--- src/rtl/bjef_pkg.sv ---
package bjef_pkg;

  // Decoder phase codes.
  localparam logic [2:0] PH_OPCODE  = 3'd0;
  localparam logic [2:0] PH_OPERAND = 3'd1;
  localparam logic [2:0] PH_JLOW    = 3'd2;
  localparam logic [2:0] PH_JHIGH   = 3'd3;
  localparam logic [2:0] PH_SKIP    = 3'd4;

  // Stream status codes, reported on the final beat.
  localparam logic [1:0] ST_OK            = 2'd0;
  localparam logic [1:0] ST_TRUNC_JUMP    = 2'd1;
  localparam logic [1:0] ST_TARGET_RANGE  = 2'd2;
  localparam logic [1:0] ST_TRUNC_OPERAND = 2'd3;

  // Opcodes.
  localparam logic [7:0] OP_JMP       = 8'h30;
  localparam logic [7:0] OP_PUSH8     = 8'h01;
  localparam logic [7:0] OP_PUSH16    = 8'h02;
  localparam logic [7:0] OP_PUSH32    = 8'h03;
  localparam logic [7:0] OP_PUSH64    = 8'h04;
  localparam logic [7:0] OP_JCC_FIRST = 8'h31;
  localparam logic [7:0] OP_JCC_LAST  = 8'h36;
  localparam logic [7:0] OP_CALL      = 8'h40;
  localparam logic [7:0] OP_IMM_A     = 8'h50;
  localparam logic [7:0] OP_IMM_B     = 8'h60;

  // Number of operand bytes that follow an opcode.
  function automatic logic [3:0] operand_length(input logic [7:0] op);
    logic [3:0] n;
    n = 4'd0;
    if (op == OP_PUSH8 || op == OP_IMM_A || op == OP_IMM_B) begin
      n = 4'd1;
    end else if (op == OP_PUSH16 || op == OP_CALL ||
                 (op >= OP_JCC_FIRST && op <= OP_JCC_LAST)) begin
      n = 4'd2;
    end else if (op == OP_PUSH32) begin
      n = 4'd4;
    end else if (op == OP_PUSH64) begin
      n = 4'd8;
    end
    return n;
  endfunction

endpackage

--- src/rtl/bytecode_jump_elision_filter.sv ---
// Bytecode jump elision filter.
//
// The slave channel takes one bytecode byte per beat in s_axis_tdata, with
// s_axis_tlast marking the last byte of a program. Each opcode is decoded for
// its operand length and copied to the master channel together with its
// operands. An unconditional jump and its 16-bit little-endian forward offset
// are dropped, and so are the bytes it jumps over.
// The master channel carries one beat per kept byte and one on the final
// input byte. m_axis_tuser says whether m_axis_tdata[7:0] holds a kept byte,
// m_axis_tlast marks the final beat and m_axis_tdata[9:8] gives the status
// there: 0 ok, 1 truncated jump, 2 jump target at or past the end,
// 3 truncated operand. On a nonzero status the program's output is unusable.
// A beat passes an input register and then a result register, which offers
// it to the master channel. One byte is taken every cycle while the receiver
// keeps up; the decode between the two registers is combinational. When the
// receiver stalls, the result register holds, and s_axis_tready drops once
// the input register holds a beat as well.
// Reset empties both registers and returns the decoder to expect an opcode;
// the decoder returns there by itself after every final byte.
module bytecode_jump_elision_filter (
  input  logic        clk,
  input  logic        rst,
  input  logic        s_axis_tvalid,
  output logic        s_axis_tready,
  input  logic [7:0]  s_axis_tdata,  // [7:0] code_byte
  input  logic        s_axis_tlast,  // final_byte
  output logic        m_axis_tvalid,
  input  logic        m_axis_tready,
  output logic [15:0] m_axis_tdata,  // [7:0] out_byte, [9:8] status, [15:10] zero
  output logic        m_axis_tuser,  // byte_valid
  output logic        m_axis_tlast   // stream_done
);

  // Input register.
  logic       in_valid;
  logic [7:0] in_byte;
  logic       in_last;

  // Decoder state.
  logic [2:0]  phase, phase_next;
  logic [3:0]  operand_left, operand_left_next;
  logic [7:0]  offset_low, offset_low_next;
  logic [15:0] skip_left, skip_left_next;

  // Result register.
  logic       res_valid;
  logic [7:0] res_byte;
  logic       res_kept;
  logic       res_done;
  logic [1:0] res_status;

  logic       advance;
  logic [7:0] ob;
  logic       kept;
  logic [1:0] st;
  logic [3:0] op_len;
  logic [15:0] offset_full;
  logic [15:0] skip_dec;

  // The input register moves on when the result register is free or drains.
  assign advance       = in_valid && (!res_valid || m_axis_tready);
  assign s_axis_tready = !in_valid || advance;

  assign op_len      = bjef_pkg::operand_length(in_byte);
  assign offset_full = {in_byte, offset_low};
  assign skip_dec    = skip_left - 16'd1;

  always_comb begin
    ob                = 8'd0;
    kept              = 1'b0;
    st                = bjef_pkg::ST_OK;
    phase_next        = phase;
    operand_left_next = operand_left;
    offset_low_next   = offset_low;
    skip_left_next    = skip_left;
    case (phase)
      bjef_pkg::PH_OPERAND: begin
        ob   = in_byte;
        kept = 1'b1;
        if (operand_left <= 4'd1) begin
          operand_left_next = 4'd0;
          phase_next        = bjef_pkg::PH_OPCODE;
        end else begin
          operand_left_next = operand_left - 4'd1;
          if (in_last) st = bjef_pkg::ST_TRUNC_OPERAND;
        end
      end
      bjef_pkg::PH_JLOW: begin
        offset_low_next = in_byte;
        phase_next      = bjef_pkg::PH_JHIGH;
        if (in_last) st = bjef_pkg::ST_TRUNC_JUMP;
      end
      bjef_pkg::PH_JHIGH: begin
        skip_left_next = offset_full;
        phase_next     = (offset_full != 16'd0) ? bjef_pkg::PH_SKIP : bjef_pkg::PH_OPCODE;
        if (in_last) st = bjef_pkg::ST_TARGET_RANGE;
      end
      bjef_pkg::PH_SKIP: begin
        skip_left_next = skip_dec;
        if (skip_dec == 16'd0) phase_next = bjef_pkg::PH_OPCODE;
        if (in_last) st = bjef_pkg::ST_TARGET_RANGE;
      end
      default: begin
        // Expect an opcode; unused phase codes land here as well.
        if (in_byte == bjef_pkg::OP_JMP) begin
          phase_next = bjef_pkg::PH_JLOW;
          if (in_last) st = bjef_pkg::ST_TRUNC_JUMP;
        end else begin
          ob   = in_byte;
          kept = 1'b1;
          if (op_len != 4'd0) begin
            operand_left_next = op_len;
            phase_next        = bjef_pkg::PH_OPERAND;
            if (in_last) st = bjef_pkg::ST_TRUNC_OPERAND;
          end else begin
            phase_next = bjef_pkg::PH_OPCODE;
          end
        end
      end
    endcase
    // The final byte returns the decoder to its starting state.
    if (in_last) begin
      phase_next        = bjef_pkg::PH_OPCODE;
      operand_left_next = 4'd0;
      offset_low_next   = 8'd0;
      skip_left_next    = 16'd0;
    end
  end

  always_ff @(posedge clk) begin
    if (rst) begin
      in_valid     <= 1'b0;
      res_valid    <= 1'b0;
      phase        <= bjef_pkg::PH_OPCODE;
      operand_left <= 4'd0;
      offset_low   <= 8'd0;
      skip_left    <= 16'd0;
    end else begin
      if (s_axis_tready) begin
        in_valid <= s_axis_tvalid;
      end
      if (advance) begin
        phase        <= phase_next;
        operand_left <= operand_left_next;
        offset_low   <= offset_low_next;
        skip_left    <= skip_left_next;
        // Dropped bytes produce no beat unless they are final.
        res_valid    <= kept || in_last;
      end else if (m_axis_tready) begin
        res_valid <= 1'b0;
      end
    end
  end

  always_ff @(posedge clk) begin
    if (s_axis_tready && s_axis_tvalid) begin
      in_byte <= s_axis_tdata;
      in_last <= s_axis_tlast;
    end
    if (advance) begin
      res_byte   <= ob;
      res_kept   <= kept;
      res_done   <= in_last;
      res_status <= st;
    end
  end

  assign m_axis_tvalid = res_valid;
  assign m_axis_tdata  = {6'd0, res_status, res_byte};
  assign m_axis_tuser  = res_kept;
  assign m_axis_tlast  = res_done;

endmodule

--- config.mk ---
export PLATFORM = sky130hd
export DESIGN_NAME = bytecode_jump_elision_filter
export DESIGN_NICKNAME = d
export VERILOG_FILES = /design/src/rtl/bjef_pkg.sv /design/src/rtl/bytecode_jump_elision_filter.sv
export SDC_FILE = /design/constraint.sdc
export NUM_CORES = 1
export LEC_CHECK = 0
export BUFFER_PORTS_ARGS = -buffer_cell sky130_fd_sc_hd__buf_2
export CAP_MARGIN = 20
export CORE_ASPECT_RATIO = 0.8
export CORE_MARGIN = 1.5
export CORE_UTILIZATION = 65
export CTS_BUF_LIST = sky130_fd_sc_hd__clkbuf_8
export DETAILED_ROUTE_END_ITERATION = 7
export PLACE_DENSITY = 0.93
export SKIP_LAST_GASP = 1
export SYNTH_ARGS = -nofsm -noshare
export SYNTH_HDL_FRONTEND = slang
export SYNTH_SLANG_ARGS = --single-unit
--- constraint.sdc ---
create_clock -name clk -period 5.7 [get_ports clk]
set_input_delay 0.855 -clock clk [delete_from_list [all_inputs] [get_ports clk]]
set_output_delay 0.855 -clock clk [all_outputs]
set_load 0.05 [all_outputs]
==> results, run 1 <==
- The run finished with clean final reports.
- The layout-stage area growth over the synthesis result is 4.965%.
- The launch point of the worst reg-to-reg path is m_axis_tvalid.
- For the worst flop-to-flop path, the logic depth is 6.
- The number of sinks handled by clock tree synthesis is 54.
- The number of diodes is 0.
- The starting utilization of the core area is 68.26%.
- The clock passes through at most 2 buffers.
- The multi-input combinational cells in the finished layout cover a total of approximately 1700 um^2.
- For the final routed database, the setup TNS stands at 0 ns.
- The fraction of final layout cells with drive strength greater than 1 is between 10% and 20%.
- Setup violations remaining at the end of the flow were counted as 0.
- Traced cell by cell, the critical path runs through buf_2 > nand2b_1 > and2_1 > nand2_1 > nor2_1 > o211ai_1 > a21oi_1.
- The core box area is 4652 um^2.
- The net count of the finished layout is 396.
- The count of yosys warnings during synthesis is 0.
- The fraction of the core area covered by cells at the end of the flow is 71.65%.
- The endpoint identified for the worst register-to-register timing path is skip_left[11].
- The congestion estimate from routability-driven global placement came to 0.9946.
- The clock arrives with 0.005076 ns of skew.
- After synthesis, the netlist uses 66 different library cells.
- In this run the horizontal extent of the chip is just over 80 um.
- The total power per unit cell area is between 200 and 250 nW/um^2.
- The clock tree synthesis step divided the H-tree into 2 levels.
- For this block, the routed nets add up to 7141 um of wire.
- After clock tree synthesis, the repair step resized 0 gates.
- By count the netlist is led by 44 x sky130_fd_sc_hd__nor2_1, 33 x sky130_fd_sc_hd__dfxtp_1, 32 x sky130_fd_sc_hd__a21oi_1, 31 x sky130_fd_sc_hd__nand2_1, 22 x sky130_fd_sc_hd__o21ai_0.
- In the final layout, flip-flops and latches occupy around 1300 um^2.
- The hold-fix buffer count after cts is 0.
- The post-detailed-route count of antenna-violating nets is 0.
- The first detailed-routing pass ran for 6 iterations.
- STA classifies the critical path endpoint as a flip-flop.
- After detailed routing, the average wire length per cell comes to 16.23 um.
- The final route contains ~2800 vias.
- The number of standard cells after synthesis is 371.
- The biggest fanout along the worst timing path is 19.
- The count of routing violations after the opening detailed-route iteration is 392.
- Counting flops with an async set or reset pin after synthesis yields a share of 0%.
- The most used flip-flop cell after synthesis is sky130_fd_sc_hd__dfxtp_1.
- Entering global routing, the biggest net connects 33 pins.
- TritonCTS built the clock tree.
- The number of filler cells placed in the layout is 360.
- The synthesized design contains 21 enable-type register cells.
- The remaining max-slew budget at the tightest pin is 34.01%.
- The slack of the worst reg-to-reg path is 2.60 ns.
- After clock tree synthesis, the setup repair step added 0 buffers.
- After clock tree synthesis, the clock-pin slew on the worst setup and hold paths is around 0.090 ns.
- In this run the worst hold path is classified as reg -> reg.
- The insertion delay to the later sink of the worst-skew pair is approximately 0.3 ns.
- The cell family contributing the most delay on the critical path is simple AND/OR/NAND/NOR gates.
- The worst endpoint required time is 5.93 ns.
- The reported max-cap violation count is 0.
- The number of antenna violations at the first check in global routing is 0.
- After detailed routing, the number of vias per cell comes to 6.439.
- The startpoint of the worst hold path is operand_left[2].
- The aggregate global-route resource usage is 28.77%.
- The initialized floorplan defines 22 standard-cell rows.
- The count of final max-slew check failures is 0.
- The floorplan die area is around 5300 um^2.
- Setup repair after global routing left no endpoint under its margin.
- The number of buffers inserted by port buffering is 26.
- The final number of hold-violating endpoints was 0.
- The wire length of the first global-routing pass is 11650 um.
- The remaining routing DRC violations is 0.
- The reported leakage power is about 1.2 nW.
- For this run the aggregate overflow at the end of global routing stands at 0.
- Summing all non-filler instances in the final layout gives an area of 3333 um^2.
- The via count of the first global-routing pass is 2439.
- Together, buffers and inverters on the worst path number 1.
- The most common cell in the netlist is sky130_fd_sc_hd__nor2_1.
- The critical path start-end classification is in -> reg.
- The synthesized design contains 54 register bits.
- The arrival time reported for the critical path endpoint is 3.65 ns.
- The cell area that synthesis handed to floorplanning was 3176 um^2.
- STA classifies the critical path startpoint as an input pin.
- The die outline height is ~66 um.
- The cell type with the largest total area after synthesis is sky130_fd_sc_hd__dfxtp_1.
- After legalization and detailed placement, the total HPWL measured between 5000 and 6000 um.
- On the worst path, the slowest cell contributes a delay of 0.92 ns.
- The critical-path cell with the highest stage delay is sky130_fd_sc_hd__nor2_1.
- The maximum clock frequency is 292.1 MHz.
- The worst path uses 60.07% of the clock period.
- The root cell of the clock tree is sky130_fd_sc_hd__clkbuf_8.
- By area the synthesized netlist is led by sky130_fd_sc_hd__dfxtp_1 21%, sky130_fd_sc_hd__edfxtp_1 20%, sky130_fd_sc_hd__nor2_1 5.2%.
- The smallest clock period supported by the final layout is computed as roughly 3.4 ns.
- Counting instances, the worst hold path has a depth of 1.
- The cell area after placement is between 3000 and 4000 um^2.
- The fraction of post-synthesis cell area in the top cell type by area is about a fifth.
- For this run, the register share of the synthesized area comes to 40.66%.
- Averaged over all synthesized cells, the footprint is ~8.6 um^2.
- The actual slew at the worst max-slew pin is 0.9862 ns.
- 33 I/O pins were placed.
- Across the VDD grid, the largest voltage drop is a little under 0.2 mV.
- Clock tree synthesis inserted a total of 5 buffers.
- The capture endpoint of the worst hold path is operand_left[2].
==> worst max path at each step <==
stage                        startpoint       endpoint  slack (ns)  cells after the start
final                     m_axis_tready  skip_left[11]        2.28                      7
after global routing      m_axis_tready  skip_left[11]        2.12                      7
after CTS                 m_axis_tready  skip_left[11]        2.40                      7
after detailed placement  m_axis_tready  skip_left[11]        2.10                      7
after global placement    m_axis_tready  skip_left[11]        2.29                      7
after floorplan           m_axis_tready  skip_left[13]        3.12                      8
==> layer usage <==
layer  track usage [%]  vias to the layer above  wire, um  part of all wire, %
li1                  -                     1353         -                    -
met1             38.99                     1304      3145                   44
met2             44.90                      156      3204                   45
met3             7.083                       20       668                  9.4
met4             9.698                        0       124                  1.7
met5                 0                        -         0                    0
==> flip-flops by register name (all words and copies together), names as in the netlist <==
register,flops
phase,3
operand_left,4
res_status,2
in_byte,8
offset_low,8
skip_left,16
res_byte,8
m_axis_tuser,1
m_axis_tvalid,1
in_last,1
m_axis_tlast,1
in_valid,1
==> cells in the final DEF (no fill, tap or decap), types with 3 or more instances in the layout <==
cell,netlist,layout
sky130_fd_sc_hd__nand3_1,7,7
sky130_fd_sc_hd__inv_1,9,12
sky130_fd_sc_hd__nor2b_1,4,4
sky130_fd_sc_hd__ha_1,4,4
sky130_fd_sc_hd__nand2_1,31,31
sky130_fd_sc_hd__xnor2_1,4,4
sky130_fd_sc_hd__edfxtp_1,21,21
sky130_fd_sc_hd__conb_1,1,6
sky130_fd_sc_hd__or3_1,7,7
sky130_fd_sc_hd__o211ai_1,3,3
sky130_fd_sc_hd__nor2_1,44,44
sky130_fd_sc_hd__o21ai_1,11,11
sky130_fd_sc_hd__a31oi_1,4,4
sky130_fd_sc_hd__a22o_1,3,3
sky130_fd_sc_hd__and2_1,11,11
sky130_fd_sc_hd__clkbuf_8,0,5
sky130_fd_sc_hd__dfxtp_1,33,33
sky130_fd_sc_hd__a21oi_1,32,32
sky130_fd_sc_hd__nand2b_1,7,7
sky130_fd_sc_hd__o2bb2ai_1,3,3
sky130_fd_sc_hd__xor2_1,3,3
sky130_fd_sc_hd__nor4_1,4,4
sky130_fd_sc_hd__nand4_1,5,5
sky130_fd_sc_hd__o21ai_0,22,22
sky130_fd_sc_hd__a22oi_1,6,6
sky130_fd_sc_hd__nor3b_1,9,9
sky130_fd_sc_hd__and3_1,3,3
sky130_fd_sc_hd__buf_2,6,26
sky130_fd_sc_hd__nor3_1,5,5
==> cell type report <==
cell class	count	area share [%]
Inverter	9	1.014
Multi-Input combinational cell	282	51.46
Clock inverter	3	0.3378
Clock buffer	5	2.065
Sequential cell	54	38.74
Timing Repair Buffer	27	4.129
Tap cell	60	2.252
==> where the power goes <==
group          leakage, nW  total, mW  switching [mW]  internal [mW]
registers            0.463      0.431          0.0178          0.413
clock network       0.0519      0.197           0.115         0.0823
logic                0.690     0.0868          0.0587         0.0281
total                 1.21      0.715           0.191          0.523
==> logic make-up after synthesis <==
kind of cell	Yosys count	share of synthesized area [%]
XOR/XNOR	7	1.931
AND/OR/NAND/NOR	156	27.15
flip-flops	54	40.66
multiplexers	4	1.458
adder cells (fa/ha/maj)	5	1.891
AO/OA/AOI/OAI	104	20.88
other	1	0.1181
buffers and inverters	40	5.910
==> through the flow <==
| stage | hold slack (ns) | setup WS (ns) | cells | power [mW] |
|---|---|---|---|---|
| after floorplan | 0.4244 | 3.120 | 376 | 0.5083 |
| after global placement | 0.4645 | 2.289 | 432 | 0.5222 |
| after detailed placement | 0.4719 | 2.095 | 432 | 0.5246 |
| after global routing | 0.5134 | 2.120 | 440 | 0.7413 |
| final | 0.4938 | 2.276 | 440 | 0.7147 |
| after CTS | 0.4928 | 2.396 | 440 | 0.7141 |
Note: power is estimated with default switching activity, not from simulation.
==> inputs of run 2 (changes only) <==
--- a/config.mk
+++ b/config.mk
@@ -9,10 +9,10 @@
 export CAP_MARGIN = 20
 export CORE_ASPECT_RATIO = 0.8
 export CORE_MARGIN = 1.5
-export CORE_UTILIZATION = 65
+export CORE_UTILIZATION = 55
 export CTS_BUF_LIST = sky130_fd_sc_hd__clkbuf_8
 export DETAILED_ROUTE_END_ITERATION = 7
-export PLACE_DENSITY = 0.93
+export PLACE_DENSITY = 0.84
 export SKIP_LAST_GASP = 1
 export SYNTH_ARGS = -nofsm -noshare
 export SYNTH_HDL_FRONTEND = slang
==> constraint.sdc (replaced) <==
create_clock -name clk -period 3.05 [get_ports clk]
set_input_delay 0.4575 -clock clk [delete_from_list [all_inputs] [get_ports clk]]
set_output_delay 0.4575 -clock clk [all_outputs]
set_load 0.05 [all_outputs]
==> results, run 2 (synthesis results as in run 1) <==
- The remaining routing DRC violations is 0 (unchanged).
- The total wire length after detailed routing was 7360 um (+3.1%).
- The net count of the finished layout is 398 (+0.51%).
- The hold-fix buffer count after cts is 0 (unchanged).
- The worst endpoint required time was 3.25 ns (-2.68 ns).
- The number of placed instances with taps included came to 452 (+4.6%).
- The count of final max-slew check failures is 0 (unchanged).
- The count of endpoints failing setup in the final report is 0 (unchanged).
- The vias per cell is 6.176 (-4.1%).
- The number of ports placed on the die boundary was 33 (unchanged).
- Setup repair after global routing left no endpoint under its margin.
- The remaining max-slew budget at the tightest pin is 29.73% (-4.3 points).
- The clock tree from TritonCTS is yes.
- The clock buffer count from CTS was 5 (unchanged).
- The worst-case clock skew came to 0.009010 ns (+0.003934 ns).
- The final hold slack came to 0.3345 ns (-0.1593 ns).
- The final critical path time including I/O delays and setup is 2.778 ns.
- The die outline height was 70.96 um (+8.3%).
- The number of antenna violations at the first check in global routing is 0 (unchanged).
- The total negative slack came to 0 ns (unchanged).
- The number of flip-flops under the largest register name is 16 (unchanged).
- The maximum vdd ir drop is 0.3627 mV (+85%).
- The most common library cell in the layout ignoring fill and taps is sky130_fd_sc_hd__nor2_1.
- The fraction of the core area covered by cells at the end of the flow came to 61.89% (-9.8 points).
- The root cell of the clock tree is sky130_fd_sc_hd__clkbuf_8.
- The post-detailed-route wirelength per cell is 16.00 um (-1.4%).
- The classification of the worst-slack hold path is in -> reg.
- The final RePlAce weighted congestion is 0.9282 (-6.7%).
- The register name with the most flops is skip_left.
- The core box area was 5495 um^2 (+18%).
- The number of placement rows is 24 (+9.1%).
- The floorplan die area came to 6241 um^2 (+17%).
- The wire length of the first global-routing pass is 12300 um (+5.5%).
- The detailed placement HPWL was 5264 um (+3.9%).
- The via count of the first global-routing pass is 2548 (+4.5%).
- The critical path start-end classification is reg -> reg.
- The maximum buffer depth of the clock tree was 2 (unchanged).
- The number of sinks handled by clock tree synthesis is 54 (unchanged).
- The layout-stage area growth over the synthesis result is 7.092%.
- Leaving out fill and tap cells, the most frequent cells in the layout are 44 x sky130_fd_sc_hd__nor2_1, 33 x sky130_fd_sc_hd__dfxtp_1, 32 x sky130_fd_sc_hd__a21oi_1, 31 x sky130_fd_sc_hd__nand2_1, 26 x sky130_fd_sc_hd__buf_2.
- The reported max-cap violation count is 0 (unchanged).
- The total chip power is 1.435 mW (+100%).
- The biggest fanout along the worst timing path came to 11 (-8).
- The total power per unit cell area came to 421.9 nW/um^2 (+97%).
- The aggregate global-route resource usage is 24.84% (-3.9 points).
- The fraction of final layout cells with drive strength greater than 1 is 13.09% (+0.98 points).
- The number of vias after detailed routing is 2841 (+0.28%).
- The final number of hold-violating endpoints is 0 (unchanged).
- The die extent in x is 87.96 um (+8.4%).
- The number of buffers inserted by port buffering was 26 (unchanged).
- The number of diodes came to 0 (unchanged).
- The post-route non-filler standard cell count is 460 (+4.5%).
- The worst setup path is captured at a flip-flop.
- The period utilization is 91.08%.
- The final global-route overflow total came to 0 (unchanged).
- The total area of sequential cells is 1291 um^2 (unchanged).
- The number of filler cells placed in the layout was 489 (+36%).
- The count of routing violations after the opening detailed-route iteration is 365 (-6.9%).
- The buffer count from post-CTS setup fixing is 0 (unchanged).
- The detailed-router iteration count before antenna repair came to 8 (+2).
- The post-detailed-route count of antenna-violating nets is 0 (unchanged).
- The H-tree level count was 2 (unchanged).
- The flow ran to the end, and the final reports show no timing, DRC or antenna violations.
- The clock transition at the register clock pins on the worst setup and hold paths after CTS is 0.09 ns (about the same).
- The maximum clock frequency is between 300 and 400 MHz.
- The kind of launch point of the worst setup path is a flip-flop.
- The insertion delay to the later sink of the worst-skew pair is 0.30 ns (about the same).
- The starting utilization of the core area is 57.79% (-10 points).
- The quantity of gates resized following cts is 0 (unchanged).
- The actual slew at the worst max-slew pin is 1.050 ns (+0.06399 ns).
- The reported leakage power is 1.218 nW (+1.1%).
- The area taken by multi-input logic gates is 1715 um^2 (unchanged).
- The largest net degree at the start of global routing came to 33 (unchanged).
- The arrival time reported for the critical path endpoint came to 2.97 ns (-0.68 ns).
==> run 2: cell types whose count changed in the layout (fill, tap and decap cells not counted) <==
| cell | delta |
|---|---|
| sky130_fd_sc_hd__bufinv_16 | +1 |
| sky130_fd_sc_hd__buf_4 | +2 |
| sky130_fd_sc_hd__clkinvlp_4 | +1 |
| sky130_fd_sc_hd__inv_1 | -2 |
==> run 2: cell type report <==
cell class | instances | area share (%)
multi-input cells | 282 | 50.44
flip-flops and latches | 54 | 37.97
repair buffers | 29 | 4.489
well taps | 78 | 2.870
clock buffers | 5 | 2.024
clock inverters | 3 | 1.214
inverters | 9 | 0.9934
==> run 2: per-layer routing <==
layer	vias up	GRT usage, %	share of wire, %
li1	1350	-	-
met1	1317	38.11	47
met2	159	36.90	43
met3	15	4.084	8.6
met4	0	4.762	1.3
met5	-	0	0
==> run 2: worst max-delay path: stages (launching register included) <==
cell and delay, ns:
sky130_fd_sc_hd__dfxtp_1 0.39, sky130_fd_sc_hd__inv_1 0.11, sky130_fd_sc_hd__ha_1 0.38, sky130_fd_sc_hd__or3b_1 0.48
sky130_fd_sc_hd__or3_1 0.39, sky130_fd_sc_hd__xor2_1 0.19, sky130_fd_sc_hd__nand4_1 0.18, sky130_fd_sc_hd__o21ai_4 0.24
sky130_fd_sc_hd__mux2_4 0.31
==> run 2: per-stage QoR <==
| step | setup WS [ns] | cell area [um^2] |
|---|---|---|
| 2_1_floorplan | 0.7120 | 3194 |
| 3_3_place_gp | 0.4468 | 3291 |
| 3_5_place_dp | 0.2964 | 3291 |
| 4_1_cts | 0.2852 | 3401 |
| 5_1_grt | 0.06692 | 3401 |
| 6_report | 0.2720 | 3401 |
==> run 2: final timing paths <==
| path | startpoint | end | slack [ns] | depth (start not counted) |
|---|---|---|---|---|
| setup / recovery | skip_left[0] | phase[0] | 0.27 | 8 |
| hold / removal | s_axis_tdata[2] | in_byte[2] | 0.33 | 1 |
| setup reg to reg | skip_left[0] | phase[0] | 0.27 | 8 |
| hold reg to reg | operand_left[2] | operand_left[2] | 0.49 | 1 |
==> run 2: where the power goes <==
part	internal (mW)	switching [mW]	total (mW)
combinational	0.0543	0.111	0.165
clock	0.242	0.223	0.465
sequential	0.772	0.0326	0.804
total	1.07	0.367	1.43
